--- config.mk ---
export PLATFORM = sky130hd
export DESIGN_NAME = motor_speed_derating_unit
export DESIGN_NICKNAME = d
export VERILOG_FILES = /design/src/hw/rtl/msd_pkg.sv /design/src/hw/rtl/msd_cdiv.sv /design/src/hw/rtl/msd_scale.sv /design/src/hw/rtl/motor_speed_derating_unit.sv
export SDC_FILE = /design/constraint.sdc
export NUM_CORES = 1
export LEC_CHECK = 0
export ABC_AREA = 1
export ABC_CLOCK_PERIOD_IN_PS = 7450
export BUFFER_PORTS_ARGS = -buffer_cell sky130_fd_sc_hd__buf_2
export CAP_MARGIN = 5
export CORE_MARGIN = 1.5
export CORE_UTILIZATION = 60
export DETAILED_ROUTE_END_ITERATION = 16
export PLACE_DENSITY = 0.76
export SLEW_MARGIN = 20
export SYNTH_ARGS = -nofsm -noshare
export SYNTH_HDL_FRONTEND = slang
export SYNTH_SLANG_ARGS = --single-unit
--- constraint.sdc ---
create_clock -name clk -period 7.45 [get_ports clk]
set_input_delay 1.8625 -clock clk [delete_from_list [all_inputs] [get_ports clk]]
set_output_delay 1.8625 -clock clk [all_outputs]
set_load 0.01 [all_outputs]
--- src/hw/rtl/msd_pkg.sv ---
package msd_pkg;

    // field and datapath widths
    localparam int RAW_W        = 16;
    localparam int SPEED_W      = 16;
    localparam int CUR_W        = 16;
    localparam int TEMP_W       = 10;
    localparam int DEG_W        = 8;
    localparam int CUR_SCALED_W = 20;
    localparam int RATE_W       = 4;
    localparam int FACT_W       = 17;
    localparam int TDROP_W      = 14;
    localparam int CDROP_W      = 20;
    localparam int CTRL_W       = 6;
    localparam int FLT_W        = 3;
    localparam int CFG_IDX_W    = 3;
    localparam int CFG_DATA_W   = 16;

    // bit-serial step counts
    localparam int DEG_STEPS   = RAW_W;
    localparam int DEG_CNT_W   = $clog2(DEG_STEPS);
    localparam int MUL_STEPS   = FACT_W;
    localparam int DIV_STEPS   = SPEED_W;
    localparam int STEP_CNT_W  = $clog2(MUL_STEPS);
    localparam int DEG_REM_W   = 7;

    // arithmetic constants
    localparam logic [DEG_REM_W-1:0]    DEG_DIV   = 7'd100;
    localparam logic [FACT_W-1:0]       TEMP_BASE = 17'd100;
    localparam logic [FACT_W-1:0]       CUR_BASE  = 17'd100000;
    localparam logic [DEG_W-1:0]        TEMP_HYST = 8'd3;
    localparam logic [CUR_SCALED_W-1:0] CUR_HYST  = 20'd2000;
    localparam logic [CUR_SCALED_W-1:0] CUR_UNIT  = 20'd10;
    localparam logic [RATE_W-1:0]       RATE_MAX  = 4'd10;

    // register reset values
    localparam logic [CTRL_W-1:0] CONTROL_RST       = 6'd0;
    localparam logic [DEG_W-1:0]  IGBT_START_RST    = 8'd80;
    localparam logic [DEG_W-1:0]  WIND_START_RST    = 8'd100;
    localparam logic [CUR_W-1:0]  CUR_START_RST     = 16'd1000;
    localparam logic [DEG_W-1:0]  IGBT_FAULT_RST    = 8'd110;
    localparam logic [DEG_W-1:0]  WIND_FAULT_RST    = 8'd130;
    localparam logic [CUR_W-1:0]  CUR_CUTOFF_RST    = 16'd2000;
    localparam logic [RATE_W-1:0] RAMP_RATE_RST     = 4'd0;

    // control register bits
    localparam int CTL_EN_CUR   = 0;
    localparam int CTL_EN_WIND  = 1;
    localparam int CTL_EN_IGBT  = 2;
    localparam int CTL_BYP_IGBT = 3;
    localparam int CTL_BYP_WIND = 4;
    localparam int CTL_BYP_CUR  = 5;

    // fault flag bits
    localparam int FLT_IGBT = 0;
    localparam int FLT_WIND = 1;
    localparam int FLT_CUR  = 2;

    typedef enum logic [CFG_IDX_W-1:0] {
        REG_CONTROL    = 3'd0,
        REG_IGBT_START = 3'd1,
        REG_WIND_START = 3'd2,
        REG_CUR_START  = 3'd3,
        REG_IGBT_FAULT = 3'd4,
        REG_WIND_FAULT = 3'd5,
        REG_CUR_CUTOFF = 3'd6,
        REG_RAMP_RATE  = 3'd7
    } cfg_reg_t;

    typedef struct packed {
        logic [RAW_W-1:0]   igbt_temp_centideg;
        logic [RAW_W-1:0]   winding_temp_centideg;
        logic [CUR_W-1:0]   current_ma;
        logic [SPEED_W-1:0] speed_rpm;
    } msd_in_t;

    typedef struct packed {
        logic [SPEED_W-1:0] target_speed_rpm;
        logic               igbt_fault;
        logic               winding_fault;
        logic               current_fault;
    } msd_out_t;

    typedef enum logic [1:0] {
        SCL_IDLE,
        SCL_MUL,
        SCL_DIV
    } scl_state_t;

    typedef enum logic [2:0] {
        ST_IDLE,
        ST_DEG,
        ST_CMP,
        ST_DROP,
        ST_FACT,
        ST_SCALE,
        ST_UPD,
        ST_OUT
    } msd_state_t;

endpackage

--- src/hw/rtl/msd_cdiv.sv ---
module msd_cdiv
    import msd_pkg::*;
(
    input  logic              clk,
    input  logic              rst_n,
    input  logic              start,
    input  logic [RAW_W-1:0]  dividend,
    output logic [TEMP_W-1:0] quotient,
    output logic              done
);

    logic                 busy_reg, busy_next;
    logic [DEG_CNT_W-1:0] cnt_reg, cnt_next;
    logic [DEG_REM_W-1:0] rem_reg, rem_next;
    logic [RAW_W-1:0]     sh_reg, sh_next;

    logic [DEG_REM_W:0]   trial;
    logic [DEG_REM_W:0]   diff;
    logic                 ge;
    logic                 last;

    // one restoring step by the constant divisor per cycle
    assign trial = {rem_reg, sh_reg[RAW_W-1]};
    assign ge    = trial >= {1'b0, DEG_DIV};
    assign diff  = trial - {1'b0, DEG_DIV};
    assign last  = cnt_reg == DEG_CNT_W'(DEG_STEPS - 1);

    assign done     = busy_reg && last;
    assign quotient = sh_reg[TEMP_W-1:0];

    // next values
    always_comb
    begin
        busy_next = busy_reg;
        cnt_next  = cnt_reg;
        rem_next  = rem_reg;
        sh_next   = sh_reg;
        if (start)
        begin
            busy_next = 1'b1;
            cnt_next  = '0;
            rem_next  = '0;
            sh_next   = dividend;
        end
        else if (busy_reg)
        begin
            rem_next = ge ? diff[DEG_REM_W-1:0] : trial[DEG_REM_W-1:0];
            sh_next  = {sh_reg[RAW_W-2:0], ge};
            cnt_next = cnt_reg + 1'b1;
            if (last)
            begin
                busy_next = 1'b0;
            end
        end
    end

    // control registers
    always_ff @(posedge clk or negedge rst_n)
    begin
        if (!rst_n)
        begin
            busy_reg <= 1'b0;
            cnt_reg  <= '0;
        end
        else
        begin
            busy_reg <= busy_next;
            cnt_reg  <= cnt_next;
        end
    end

    // shift registers
    always_ff @(posedge clk)
    begin
        rem_reg <= rem_next;
        sh_reg  <= sh_next;
    end

endmodule

--- src/hw/rtl/msd_scale.sv ---
module msd_scale
    import msd_pkg::*;
(
    input  logic               clk,
    input  logic               rst_n,
    input  logic               start,
    input  logic [SPEED_W-1:0] speed,
    input  logic [FACT_W-1:0]  factor,
    input  logic [FACT_W-1:0]  base,
    output logic [SPEED_W-1:0] quotient,
    output logic               done
);

    scl_state_t            state_reg, state_next;
    logic [STEP_CNT_W-1:0] cnt_reg, cnt_next;
    logic [SPEED_W-1:0]    hi_reg, hi_next;
    logic [FACT_W-1:0]     lo_reg, lo_next;
    logic [FACT_W-1:0]     rem_reg, rem_next;

    logic [SPEED_W:0]      mul_sum;
    logic [FACT_W:0]       trial;
    logic [FACT_W:0]       diff;
    logic                  div_ge;
    logic                  mul_last;
    logic                  div_last;
    logic                  load;

    // shift-add product step, factor consumed lsb first
    assign mul_sum  = {1'b0, hi_reg} + {1'b0, (lo_reg[0] ? speed : {SPEED_W{1'b0}})};
    // restoring quotient step, remaining product bits msb first
    assign trial    = {rem_reg, lo_reg[SPEED_W-1]};
    assign div_ge   = trial >= {1'b0, base};
    assign diff     = trial - {1'b0, base};
    assign mul_last = cnt_reg == STEP_CNT_W'(MUL_STEPS - 1);
    assign div_last = cnt_reg == STEP_CNT_W'(DIV_STEPS - 1);

    assign quotient = lo_reg[SPEED_W-1:0];

    // next state
    always_comb
    begin
        state_next = state_reg;
        unique case (state_reg)
            SCL_IDLE: if (start)    state_next = SCL_MUL;
            SCL_MUL:  if (mul_last) state_next = SCL_DIV;
            SCL_DIV:  if (div_last) state_next = SCL_IDLE;
            default:                state_next = SCL_IDLE;
        endcase
    end

    // state outputs
    always_comb
    begin
        load = 1'b0;
        done = 1'b0;
        unique case (state_reg)
            SCL_IDLE: load = start;
            SCL_MUL:  ;
            SCL_DIV:  done = div_last;
            default:  ;
        endcase
    end

    // datapath next values
    always_comb
    begin
        cnt_next = cnt_reg;
        hi_next  = hi_reg;
        lo_next  = lo_reg;
        rem_next = rem_reg;
        unique case (state_reg)
            SCL_IDLE:
            begin
                if (load)
                begin
                    hi_next  = '0;
                    lo_next  = factor;
                    cnt_next = '0;
                end
            end
            SCL_MUL:
            begin
                if (mul_last)
                begin
                    // product high part seeds the remainder, which is below base
                    rem_next = FACT_W'(mul_sum);
                    lo_next  = FACT_W'(lo_reg[FACT_W-1:1]);
                    cnt_next = '0;
                end
                else
                begin
                    hi_next  = mul_sum[SPEED_W:1];
                    lo_next  = {mul_sum[0], lo_reg[FACT_W-1:1]};
                    cnt_next = cnt_reg + 1'b1;
                end
            end
            SCL_DIV:
            begin
                rem_next = div_ge ? diff[FACT_W-1:0] : trial[FACT_W-1:0];
                lo_next  = {lo_reg[FACT_W-2:0], div_ge};
                cnt_next = cnt_reg + 1'b1;
            end
            default: ;
        endcase
    end

    // control registers
    always_ff @(posedge clk or negedge rst_n)
    begin
        if (!rst_n)
        begin
            state_reg <= SCL_IDLE;
            cnt_reg   <= '0;
        end
        else
        begin
            state_reg <= state_next;
            cnt_reg   <= cnt_next;
        end
    end

    // shift registers
    always_ff @(posedge clk)
    begin
        hi_reg  <= hi_next;
        lo_reg  <= lo_next;
        rem_reg <= rem_next;
    end

endmodule

--- src/hw/rtl/motor_speed_derating_unit.sv ---
// Speed derating for a motor drive: each input beat (IGBT and winding
// temperature, filtered current, commanded speed) updates the held target of
// every enabled channel and latches the unbypassed sticky over-limit faults;
// one output beat carries the minimum held target with the fault flags. The
// unit takes one sample at a time, and no new one until the last result is
// loaded into the output register, where it waits while the next sample is
// taken. Two bit-serial passes do the work: a 16-step divide of the
// temperatures to whole degrees, and a 33-step shift-add multiply with
// restoring divide that scales the speed in all three channels at once. The
// user must write registers through the plain write port only while no sample
// is in flight; the unit itself does not enforce this.
module motor_speed_derating_unit
    import msd_pkg::*;
(
    input  logic                  clk,
    input  logic                  rst_n,
    input  logic                  in_valid,
    output logic                  in_ready,
    input  msd_in_t               in_data,
    output logic                  out_valid,
    input  logic                  out_ready,
    output msd_out_t              out_data,
    input  logic                  cfg_write,
    input  logic [CFG_IDX_W-1:0]  cfg_index,
    input  logic [CFG_DATA_W-1:0] cfg_data
);

    msd_state_t state_reg, state_next;

    // configuration registers
    logic [CTRL_W-1:0] control_reg;
    logic [DEG_W-1:0]  igbt_start_reg;
    logic [DEG_W-1:0]  wind_start_reg;
    logic [CUR_W-1:0]  cur_start_reg;
    logic [DEG_W-1:0]  igbt_fault_reg;
    logic [DEG_W-1:0]  wind_fault_reg;
    logic [CUR_W-1:0]  cur_cutoff_reg;
    logic [RATE_W-1:0] rate_reg;

    // sample registers
    logic [CUR_W-1:0]   ma_reg;
    logic [SPEED_W-1:0] speed_reg;

    // compare stage
    logic              ige_reg, ilt_reg, wge_reg, wlt_reg, cge_reg, clt_reg;
    logic [TEMP_W-1:0] iexc_reg, wexc_reg;
    logic [CUR_W-1:0]  cexc_reg;

    // drop stage
    logic [TDROP_W-1:0] idrop_reg, wdrop_reg;
    logic [CDROP_W-1:0] cdrop_reg;

    // held targets and faults
    logic [SPEED_W-1:0] ihold_reg, whold_reg, chold_reg;
    logic [FLT_W-1:0]   fault_reg;

    // output register
    logic     out_valid_reg;
    msd_out_t out_data_reg;

    // fsm outputs
    logic deg_start;
    logic scl_start;
    logic out_load;

    // unit connections
    logic [TEMP_W-1:0]  t_igbt, t_wind;
    logic               deg_done_i, deg_done_w, deg_done;
    logic [FACT_W-1:0]  ifact, wfact, cfact;
    logic [SPEED_W-1:0] iscl, wscl, cscl;
    logic               scl_done_i, scl_done_w, scl_done_c, scl_done;

    // compare stage logic
    logic [DEG_W-1:0]        irest, wrest;
    logic [CUR_SCALED_W-1:0] start_ma, cut_ma, crest;
    logic [CUR_SCALED_W-1:0] ma_wide;
    logic [FLT_W-1:0]        fault_hit;

    // minimum of enabled targets
    logic [SPEED_W-1:0] min_speed;

    logic en_cur, en_wind, en_igbt;

    assign en_cur  = control_reg[CTL_EN_CUR];
    assign en_wind = control_reg[CTL_EN_WIND];
    assign en_igbt = control_reg[CTL_EN_IGBT];

    // centidegrees to whole degrees
    msd_cdiv u_cdiv_igbt (
        .clk      (clk),
        .rst_n    (rst_n),
        .start    (deg_start),
        .dividend (in_data.igbt_temp_centideg),
        .quotient (t_igbt),
        .done     (deg_done_i)
    );

    msd_cdiv u_cdiv_wind (
        .clk      (clk),
        .rst_n    (rst_n),
        .start    (deg_start),
        .dividend (in_data.winding_temp_centideg),
        .quotient (t_wind),
        .done     (deg_done_w)
    );

    assign deg_done = deg_done_i & deg_done_w;

    // speed scaling, one unit per channel
    msd_scale u_scale_igbt (
        .clk      (clk),
        .rst_n    (rst_n),
        .start    (scl_start),
        .speed    (speed_reg),
        .factor   (ifact),
        .base     (TEMP_BASE),
        .quotient (iscl),
        .done     (scl_done_i)
    );

    msd_scale u_scale_wind (
        .clk      (clk),
        .rst_n    (rst_n),
        .start    (scl_start),
        .speed    (speed_reg),
        .factor   (wfact),
        .base     (TEMP_BASE),
        .quotient (wscl),
        .done     (scl_done_w)
    );

    msd_scale u_scale_cur (
        .clk      (clk),
        .rst_n    (rst_n),
        .start    (scl_start),
        .speed    (speed_reg),
        .factor   (cfact),
        .base     (CUR_BASE),
        .quotient (cscl),
        .done     (scl_done_c)
    );

    assign scl_done = scl_done_i & scl_done_w & scl_done_c;

    // next state
    always_comb
    begin
        state_next = state_reg;
        unique case (state_reg)
            ST_IDLE:  if (in_valid) state_next = ST_DEG;
            ST_DEG:   if (deg_done) state_next = ST_CMP;
            ST_CMP:   state_next = ST_DROP;
            ST_DROP:  state_next = ST_FACT;
            ST_FACT:  state_next = ST_SCALE;
            ST_SCALE: if (scl_done) state_next = ST_UPD;
            ST_UPD:   state_next = ST_OUT;
            ST_OUT:   if (!out_valid_reg || out_ready) state_next = ST_IDLE;
            default:  state_next = ST_IDLE;
        endcase
    end

    // state outputs
    always_comb
    begin
        in_ready  = 1'b0;
        deg_start = 1'b0;
        scl_start = 1'b0;
        out_load  = 1'b0;
        unique case (state_reg)
            ST_IDLE:
            begin
                in_ready  = 1'b1;
                deg_start = in_valid;
            end
            ST_FACT:  scl_start = 1'b1;
            ST_OUT:   out_load  = !out_valid_reg || out_ready;
            default:  ;
        endcase
    end

    // thresholds and restore levels
    assign ma_wide   = CUR_SCALED_W'(ma_reg);
    assign start_ma  = CUR_SCALED_W'(cur_start_reg) * CUR_UNIT;
    assign cut_ma    = CUR_SCALED_W'(cur_cutoff_reg) * CUR_UNIT;
    assign crest     = (start_ma >= CUR_HYST) ? start_ma - CUR_HYST : '0;
    assign irest     = (igbt_start_reg >= TEMP_HYST) ? igbt_start_reg - TEMP_HYST : '0;
    assign wrest     = (wind_start_reg >= TEMP_HYST) ? wind_start_reg - TEMP_HYST : '0;

    // over-limit checks, bypass blocks new latching
    assign fault_hit[FLT_IGBT] = !control_reg[CTL_BYP_IGBT] && (t_igbt > TEMP_W'(igbt_fault_reg));
    assign fault_hit[FLT_WIND] = !control_reg[CTL_BYP_WIND] && (t_wind > TEMP_W'(wind_fault_reg));
    assign fault_hit[FLT_CUR]  = !control_reg[CTL_BYP_CUR] && (ma_wide > cut_ma);

    // factor from drop, zero once the drop reaches the base
    assign ifact = (FACT_W'(idrop_reg) >= TEMP_BASE) ? '0 : TEMP_BASE - FACT_W'(idrop_reg);
    assign wfact = (FACT_W'(wdrop_reg) >= TEMP_BASE) ? '0 : TEMP_BASE - FACT_W'(wdrop_reg);
    assign cfact = (cdrop_reg >= CDROP_W'(CUR_BASE)) ? '0
                 : FACT_W'(CDROP_W'(CUR_BASE) - cdrop_reg);

    // minimum over enabled held targets, seeded with the speed unless current is on
    always_comb
    begin
        min_speed = speed_reg;
        if (en_cur)
        begin
            min_speed = chold_reg;
        end
        if (en_wind && (whold_reg < min_speed))
        begin
            min_speed = whold_reg;
        end
        if (en_igbt && (ihold_reg < min_speed))
        begin
            min_speed = ihold_reg;
        end
    end

    // fsm, holds, faults and output beat
    always_ff @(posedge clk or negedge rst_n)
    begin
        if (!rst_n)
        begin
            state_reg     <= ST_IDLE;
            ihold_reg     <= '0;
            whold_reg     <= '0;
            chold_reg     <= '0;
            fault_reg     <= '0;
            out_valid_reg <= 1'b0;
        end
        else
        begin
            state_reg <= state_next;
            if (state_reg == ST_CMP)
            begin
                fault_reg <= fault_reg | fault_hit;
            end
            if (state_reg == ST_UPD)
            begin
                if (en_igbt)
                begin
                    if (ige_reg)
                    begin
                        ihold_reg <= iscl;
                    end
                    else if (ilt_reg)
                    begin
                        ihold_reg <= speed_reg;
                    end
                end
                if (en_wind)
                begin
                    if (wge_reg)
                    begin
                        whold_reg <= wscl;
                    end
                    else if (wlt_reg)
                    begin
                        whold_reg <= speed_reg;
                    end
                end
                if (en_cur)
                begin
                    if (cge_reg)
                    begin
                        chold_reg <= cscl;
                    end
                    else if (clt_reg)
                    begin
                        chold_reg <= speed_reg;
                    end
                end
            end
            if (out_load)
            begin
                out_valid_reg <= 1'b1;
            end
            else if (out_ready)
            begin
                out_valid_reg <= 1'b0;
            end
        end
    end

    // sample, compare and drop registers
    always_ff @(posedge clk)
    begin
        if (deg_start)
        begin
            ma_reg    <= in_data.current_ma;
            speed_reg <= in_data.speed_rpm;
        end
        if (state_reg == ST_CMP)
        begin
            ige_reg  <= t_igbt >= TEMP_W'(igbt_start_reg);
            ilt_reg  <= t_igbt < TEMP_W'(irest);
            iexc_reg <= t_igbt - TEMP_W'(igbt_start_reg);
            wge_reg  <= t_wind >= TEMP_W'(wind_start_reg);
            wlt_reg  <= t_wind < TEMP_W'(wrest);
            wexc_reg <= t_wind - TEMP_W'(wind_start_reg);
            cge_reg  <= ma_wide >= start_ma;
            clt_reg  <= ma_wide < crest;
            cexc_reg <= ma_reg - start_ma[CUR_W-1:0];
        end
        if (state_reg == ST_DROP)
        begin
            idrop_reg <= TDROP_W'(rate_reg) * TDROP_W'(iexc_reg);
            wdrop_reg <= TDROP_W'(rate_reg) * TDROP_W'(wexc_reg);
            cdrop_reg <= CDROP_W'(rate_reg) * CDROP_W'(cexc_reg);
        end
        if (out_load)
        begin
            out_data_reg.target_speed_rpm <= min_speed;
            out_data_reg.igbt_fault       <= fault_reg[FLT_IGBT];
            out_data_reg.winding_fault    <= fault_reg[FLT_WIND];
            out_data_reg.current_fault    <= fault_reg[FLT_CUR];
        end
    end

    // register writes
    always_ff @(posedge clk or negedge rst_n)
    begin
        if (!rst_n)
        begin
            control_reg    <= CONTROL_RST;
            igbt_start_reg <= IGBT_START_RST;
            wind_start_reg <= WIND_START_RST;
            cur_start_reg  <= CUR_START_RST;
            igbt_fault_reg <= IGBT_FAULT_RST;
            wind_fault_reg <= WIND_FAULT_RST;
            cur_cutoff_reg <= CUR_CUTOFF_RST;
            rate_reg       <= RAMP_RATE_RST;
        end
        else if (cfg_write)
        begin
            unique case (cfg_reg_t'(cfg_index))
                REG_CONTROL:    control_reg    <= cfg_data[CTRL_W-1:0];
                REG_IGBT_START: igbt_start_reg <= cfg_data[DEG_W-1:0];
                REG_WIND_START: wind_start_reg <= cfg_data[DEG_W-1:0];
                REG_CUR_START:  cur_start_reg  <= cfg_data[CUR_W-1:0];
                REG_IGBT_FAULT: igbt_fault_reg <= cfg_data[DEG_W-1:0];
                REG_WIND_FAULT: wind_fault_reg <= cfg_data[DEG_W-1:0];
                REG_CUR_CUTOFF: cur_cutoff_reg <= cfg_data[CUR_W-1:0];
                REG_RAMP_RATE:
                begin
                    // slopes above the maximum are dropped
                    if (cfg_data[RATE_W-1:0] <= RATE_MAX)
                    begin
                        rate_reg <= cfg_data[RATE_W-1:0];
                    end
                end
                default: ;
            endcase
        end
    end

    assign out_valid = out_valid_reg;
    assign out_data  = out_data_reg;

    // one sample in flight at a time
    a_accept_single: assert property (@(posedge clk) disable iff (!rst_n)
        in_valid && in_ready |=> !in_ready)
        else $error("sample accepted while another is in flight");

    // faults only ever set
    a_fault_sticky: assert property (@(posedge clk) disable iff (!rst_n)
        1'b1 |=> ((fault_reg & $past(fault_reg)) == $past(fault_reg)))
        else $error("sticky fault cleared");

    // degree divide finishes only while the sequencer waits for it
    a_deg_done: assert property (@(posedge clk) disable iff (!rst_n)
        deg_done |-> state_reg == ST_DEG)
        else $error("degree divide finished outside its wait state");

    // scaling finishes only while the sequencer waits for it
    a_scl_done: assert property (@(posedge clk) disable iff (!rst_n)
        scl_done |-> state_reg == ST_SCALE)
        else $error("speed scaling finished outside its wait state");

endmodule

==> impl_results.md, run 1 <==
- Placed inst area: roughly 35000 um^2
- Worst path max stage delay: around 960 ps
- # nets final: 4572
- IO Pins: 109
- Actual slew at the worst max-slew pin: 1100 ps
- Cell variety after synth: 65
- Post-CTS sizing: 0
- H-tree depth: 2
- Starting density of the core: about 61%
- Worst path slowest cell: dfrtp_1
- Setup WS post-layout: just over 2000 ps
- Clock transition at path regs: 60 ps
- Commonest non-fill, non-tap cell in the layout: nand2_1
- Vias after detailed routing: 27100
- Seq cells post-synth: roughly 500
- Post-Layout Cell Count: 4897
- R2r setup slk: 2030 ps
- Worst Path Required: 7830 ps
- Hold Crit Start: u_cdiv_igbt.rem_reg[6]$_SDFFE_PP0P_
- Cell taking the most area after synthesis: edfxtp_1
- IO Port Bufs: 108
- P per Cell Area: 437 nW/um^2
- Mapped Area: 34100 um^2
- Sequence of cells on the critical path: o21ai_0 -> ha_1 -> nand2_1 -> nand3b_1 -> a31oi_1 -> o21ai_0 -> a21oi_1 -> nand2_1 -> o21ai_0 -> ha_1 -> a21oi_1 -> o21ai_0 -> nand3_1 -> a21oi_1 -> nor3_2 -> nand2_4 -> nand2_1 -> nand2_1
- R2R depth: 18
- Status: finished clean
- Final setup violation count: 0
- Hold Path Sink: u_cdiv_igbt.rem_reg[6]$_SDFFE_PP0P_
- Syn_nets: 4494
- Fin Setup TNS: 0 ps
- DRT antenna net count: 0
- Gr usage total: around 28%
- WL per Instance: 16.2 um
- Max Cap Viol: 0
- Max FFs per register: 20
- Final Util: 66.1%
- Unrepaired setup endpoints after global routing: no
- CP arrival: 5800 ps
- VDD IR max: between 0.2 and 0.25 mV
- Crit share post-route: approximately 73%
- First-pass iteration count of the detailed router: 6
- Drt total wl: 79100 um
- Dpl hpwl: around 60000 um
- Ys async rst share: between 30% and 40%
- Cells after DPL: 4796
- Post-place setup slack: 2170 ps
- Ant. Diodes: 0
- Most frequent cells in the layout: 932 x nand2_1, 619 x inv_1, 337 x o21ai_0
- CP max FO: 34
- Die ar.: 58200 um^2
- Clk buf depth: 3
- Share of layout cells above drive strength 1: between 7 and 8%
- Die Ht: 241 um
- First-pass GRT wire length: about 130000 um
- Routability cong.: 0.951
- Leakage power: 18.1 nW
- Via density: 5.53
- Hold buffers post-CTS: 0
- Min Tclk post-route: ~5400 ps
- Syn-to-layout area delta: 9.08%
- CTS tree: done
- Core Area: 56300 um^2
- Root Driver: clkbuf_16
- Critical Path End Type: flop
- Synth Flop Type: edfxtp_1
- Setup repair bufs after CTS: 0
- Final Total Pwr: 16.2 mW
- Num CTS Buffers: 54
- RR Endpoint: out_data[17]$_DFFE_PP_
- Rows: 87
- Hold WS: 448 ps
- Drt initial violations: about 2100
- Synthesis Warnings: 0
- Hold Crit Class: reg2reg
- Post-synth EDFFs: 323
- Avg Inst Size Synth: 8.48 um^2
- Launch point of the worst reg-to-reg path: control_reg[0]$_DFFE_PN0P_
- Startpoint Class: flop
- Die X: between 200 and 250 um
- Largest net degree at the start of global routing: 78
- Vias in the first global route: 25800
- Initial antenna violation count: 0
- TritonCTS Sinks: 497
- Largest cells by area after synthesis: edfxtp_1 28%, ha_1 12%, nand2_1 10%, dfrtp_1 10%, inv_1 6.8%
- Hold Path Depth: 2
- Synth top area share: 28.5%
- Slew HR: a little over a quarter
- Slew Limit Fails: 0
- Worst-Skew Late Latency: ~630 ps
- Register area share after synthesis: 41.1%
- Residual overflow from global routing: 0
- Post-Synthesis Cells: 4018
- Final hold vios: 0
- Clock skew: 32.2 ps
- # DRC: 0
- Fmax: 184 MHz
- Post-Layout Inst Area: 37200 um^2
- WS Path Type: reg2reg
## critical path, delay by kind of cell, from the launching register on
kind            cells  cell delay (ps)
fa+ha+maj           2              680
simple gates        8             1960
compound gates      8             1550
flops               1              960
## cells in the mapped netlist (4+ instances only)
cell / count
nand2_1: 932
inv_1: 619
o21ai_0: 337
edfxtp_1: 323
ha_1: 320
a21oi_1: 275
nor2_1: 231
dfrtp_1: 136
nand3_1: 124
xor2_1: 120
clkbuf_1: 93
fa_1: 68
xnor2_1: 47
o22ai_1: 41
nand4_1: 37
nor3_1: 32
o211ai_1: 25
dfstp_2: 24
o21bai_1: 15
dfxtp_1: 14
a31oi_1: 13
nor4_1: 12
a211oi_1: 11
nand2_2: 11
a22oi_1: 10
o21a_1: 10
o31ai_1: 10
or2_2: 10
o2111ai_1: 9
a21o_1: 8
buf_1: 8
nand3b_1: 7
a21boi_0: 6
a32oi_1: 5
inv_2: 5
nand2_4: 5
nor3b_1: 5
o21ai_1: 5
o311ai_0: 5
buf_2: 4
nand3_2: 4
nor3_2: 4
## metal layers
layer	GRT usage [%]	vias up	wire length (um)
met3	2.92	169	4310
met4	9.92	0	2830
met2	46.6	827	37200
met1	36.8	12600	34800
li1	-	13500	-
met5	0	-	0
## final cells by class
type / instances / area, um^2
clock buffers: 76 / 1600
clock inverters: 25 / 223
well taps: 756 / 946
repair buffers: 130 / 712
multi-input cells: 2787 / 17300
inverters: 626 / 2350
fillers: 4658 / 19100
flip-flops and latches: 497 / 14000
## power by group
group	internal [mW]	switching, mW
sequential	4.69	0.888
clock	1.60	1.12
combinational	2.85	5.09
## worst max-delay path by stage
stage               cells past startpoint                  startpoint                  endpoint  slack (ps)
floorplan                               5    state_reg[2]$_DFFE_PN0P_  fault_reg[2]$_DFFE_PN0P_        3220
global placement                       18  control_reg[0]$_DFFE_PN0P_    out_data[13]$_DFFE_PP_        2320
detailed placement                     18  control_reg[0]$_DFFE_PN0P_    out_data[17]$_DFFE_PP_        2170
CTS                                    18  control_reg[0]$_DFFE_PN0P_    out_data[17]$_DFFE_PP_        2150
global route                           18  control_reg[0]$_DFFE_PN0P_    out_data[17]$_DFFE_PP_        1460
finish                                 18  control_reg[0]$_DFFE_PN0P_    out_data[17]$_DFFE_PP_        2030
## logic make-up after synthesis
logic type	share of synthesized area [%]
xor gates and xnor gates	4.64
buffers and inverters	8.14
AOI/OAI and AO/OA	13.0
DFF	41.1
and+or+nand+nor	17.4
adders and majority gates	15.7
No activity file was read; power rests on OpenSTA's default activity.
==> run 2: changes to the inputs <==
--- a/config.mk
+++ b/config.mk
@@ -6,13 +6,13 @@
 export NUM_CORES = 1
 export LEC_CHECK = 0
 export ABC_AREA = 1
-export ABC_CLOCK_PERIOD_IN_PS = 7450
+export ABC_CLOCK_PERIOD_IN_PS = 4550
 export BUFFER_PORTS_ARGS = -buffer_cell sky130_fd_sc_hd__buf_2
 export CAP_MARGIN = 5
 export CORE_MARGIN = 1.5
-export CORE_UTILIZATION = 60
+export CORE_UTILIZATION = 58
 export DETAILED_ROUTE_END_ITERATION = 16
-export PLACE_DENSITY = 0.76
+export PLACE_DENSITY = 0.77
 export SLEW_MARGIN = 20
 export SYNTH_ARGS = -nofsm -noshare
 export SYNTH_HDL_FRONTEND = slang
==> constraint.sdc (replaced) <==
create_clock -name clk -period 4.55 [get_ports clk]
set_input_delay 1.1375 -clock clk [delete_from_list [all_inputs] [get_ports clk]]
set_output_delay 1.1375 -clock clk [all_outputs]
set_load 0.01 [all_outputs]
==> run 2 against run 1 <==
  * Sequential power is 61% higher
  * Power is 64% higher
  * Critical path type unchanged
  * Sequential share of layout area is 0.23 points lower
  * Clock-buffer cell count is 4 higher
==> impl_results.md, run 2 (synthesis results as in run 1) <==
- Crit. Startpoint: cur_start_reg[3]$_DFFE_PN1P_ (was control_reg[0]$_DFFE_PN0P_)
- Slew Limit Fails: 0 (unchanged)
- GRT met1 Usage: 36.1% (was 36.8%)
- Clock skew: 19.6 ps (was 32.2 ps)
- Worst Path Required: 5030 ps (was 7830 ps)
- Sequence of cells on the critical path: ha_1 -> ha_1 -> fa_1 -> nand3_1 -> nand2_1 -> nand4_1 -> nand2_1 -> nand2_1 -> nand3_1 -> nand2_1 -> nand2_1 -> nor3_2 -> nand3_2 -> nand2_1 -> ha_1 -> a21oi_1 -> nor2_1 -> a211oi_1 -> o221ai_1 -> nand3_1 -> nand2_1 -> nor2_1 (was o21ai_0 -> ha_1 -> nand2_1 -> nand3b_1 -> a31oi_1 -> o21ai_0 -> a21oi_1 -> nand2_1 -> o21ai_0 -> ha_1 -> a21oi_1 -> o21ai_0 -> nand3_1 -> a21oi_1 -> nor3_2 -> nand2_4 -> nand2_1 -> nand2_1)
- GRT met2 Usage: 45.2% (was 46.6%)
- Actual slew at the worst max-slew pin: 1080 ps (was 1100 ps)
- Leakage power: 18.3 nW (was 18.1 nW)
- Met3 GRT Util: 3.51% (was 2.92%)
- Hold buffers post-CTS: 0 (unchanged)
- Die ar.: 60200 um^2 (was 58200 um^2)
- Die X: 245 um (was 241 um)
- Initial antenna violation count: 1 (was 0)
- Root Driver: clkbuf_16 (unchanged)
- # nets final: 4602 (was 4572)
- Vias after detailed routing: 27300 (was 27100)
- Placed inst area: 35600 um^2 (was 35300 um^2)
- First-pass GRT wire length: 131000 um (was 128000 um)
- H-tree depth: 2 (unchanged)
- # DRC: 0 (unchanged)
- Final setup violation count: 0 (unchanged)
- Hold Crit Class: reg2reg (unchanged)
- CP arrival: 4630 ps (was 5800 ps)
- Post-place setup slack: 197 ps (was 2170 ps)
- Largest delay share family, worst path: simple AND/OR/NAND/NOR gates (unchanged)
- Gr usage total: 27.0% (was 27.5%)
- Clock transition at path regs: 70 ps (was 60 ps)
- Core Area: 57900 um^2 (was 56300 um^2)
- Num CTS Buffers: 54 (unchanged)
- P per Cell Area: 711 nW/um^2 (was 437 nW/um^2)
- WL per Instance: 16.2 um (about the same)
- WP buf/inv: 0 (unchanged)
- Routability cong.: 0.943 (was 0.951)
- Unrepaired setup endpoints after global routing: no (unchanged)
- Vias in the first global route: 26400 (was 25800)
- Dpl hpwl: 59400 um (was 59700 um)
- Fmax: 241 MHz (was 184 MHz)
- Worst path max stage delay: 550 ps (was 960 ps)
- Top Usage Layer GRT: met2 (unchanged)
- IO Port Bufs: 108 (unchanged)
- Crit share post-route: 91.3% (was 72.8%)
- Most frequent cells in the layout: 932 x nand2_1, 619 x inv_1, 337 x o21ai_0 (unchanged)
- Largest net degree at the start of global routing: 104 (was 78)
- Critical Path End Type: flop (unchanged)
- Fin Setup TNS: 0 ps (unchanged)
- Number of fill cells: 4785 (was 4658)
- Starting density of the core: 58.8% (was 60.6%)
- Commonest non-fill, non-tap cell in the layout: nand2_1 (unchanged)
- Share of layout cells above drive strength 1: 8.06% (was 7.37%)
- Worst path slowest cell: dfstp_2 (was dfrtp_1)
- CP max FO: 16 (was 34)
- Die Ht: 245 um (was 241 um)
- WS Path Type: reg2reg (unchanged)
- VDD IR max: 0.455 mV (was 0.243 mV)
- Most frequent CP cell: nand2_1
- Max FFs per register: 20 (unchanged)
- Worst-Skew Late Latency: 620 ps (was 630 ps)
- CTS tree: done (unchanged)
- Drt initial violations: 2361 (was 2141)
- Clk buf depth: 3 (unchanged)
- Launch point of the worst reg-to-reg path: cur_start_reg[3]$_DFFE_PN1P_ (was control_reg[0]$_DFFE_PN0P_)
- Startpoint Class: flop (unchanged)
- IO Pins: 109 (unchanged)
- Final hold vios: 0 (unchanged)
- Status: finished clean (unchanged)
- Max Cap Viol: 0 (unchanged)
- Post-Layout Inst Area: 37400 um^2 (was 37200 um^2)
- Via density: 5.52 (was 5.53)
- Slew HR: 28.0% (was 26.5%)
- Rows: 88 (was 87)
- TritonCTS Sinks: 497 (unchanged)
- Min Tclk post-route: 4160 ps (was 5420 ps)
- DRT antenna net count: 0 (unchanged)
- Hold Crit Start: fault_reg[1]$_DFFE_PN0P_ (was u_cdiv_igbt.rem_reg[6]$_SDFFE_PP0P_)
- First-pass iteration count of the detailed router: 8 (was 6)
- Residual overflow from global routing: 0 (unchanged)
- Setup WS post-layout: 394 ps (was 2030 ps)
- Syn-to-layout area delta: 9.78% (was 9.08%)
- Drt total wl: 80100 um (was 79100 um)
## run 2: cell types whose count changed in the layout (fill, tap and decap cells not counted), moves of 3 or more
| cell | previous run | this run |
|---|---|---|
| clkbuf_1 | 9 | 13 |
| dfrtp_1 | 136 | 133 |
| dfrtp_2 | 0 | 3 |
| buf_4 | 22 | 50 |
## run 2: power by group
part / leakage [nW] / switching (mW) / total (mW) / internal [mW]
combinational: 12.2 / 8.43 / 13.2 / 4.75
sequential: 5.17 / 1.31 / 8.98 / 7.67
clock: 0.882 / 1.87 / 4.42 / 2.55
## run 2: repair_timing
item                       CTS  global route
resized for setup            0             3
setup endpoints to repair    0             4
buffers inserted             0             2
## run 2: area by class of cell
cell class              count  area, um^2  share of cell area, %
repair buffers            160         962                   2.57
diodes                      1        2.50                0.00669
multi-input cells        2787       17300                   46.3
flip-flops and latches    497       14000                   37.5
clock buffers              80        1640                   4.37
inverters                 626        2350                   6.28
clock inverters            21         161                  0.431
well taps                 765         957                   2.56
## run 2: metrics by stage
| stage | util [%] | hold slack [ps] | power (mW) | instances |
|---|---|---|---|---|
| final | 64.6 | 450 | 26.6 | 4937 |
| after global routing | 64.6 | 465 | 29.0 | 4936 |
| after CTS | 64.6 | 451 | 26.6 | 4934 |
| after detailed placement | 61.5 | 442 | 22.0 | 4833 |
| after global placement | 61.5 | 434 | 21.6 | 4833 |
| after floorplan | - | 419 | 18.6 | 4018 |
## run 2: final timing paths
kind | to | slack (ps) | cells past startpoint
max in group asynchronous | rate_reg[2]$_DFFE_PN0P_ | 3040 | 2
worst min register to register | out_data[1]$_DFFE_PP_ | 450 | 0
worst max register to register | clt_reg$_DFFE_PP_ | 390 | 22
worst min-delay path | out_data[1]$_DFFE_PP_ | 450 | 0
min in group asynchronous | u_cdiv_igbt.cnt_reg[0]$_DFFE_PN0P_ | 470 | 1
worst max-delay path | clt_reg$_DFFE_PP_ | 390 | 22
## run 2: routing by layer
layer	part of all wire [%]	up-vias
met1	44	12800
met4	3.3	0
li1	-	13600
met3	6.1	163
met2	47	754
met5	0	-
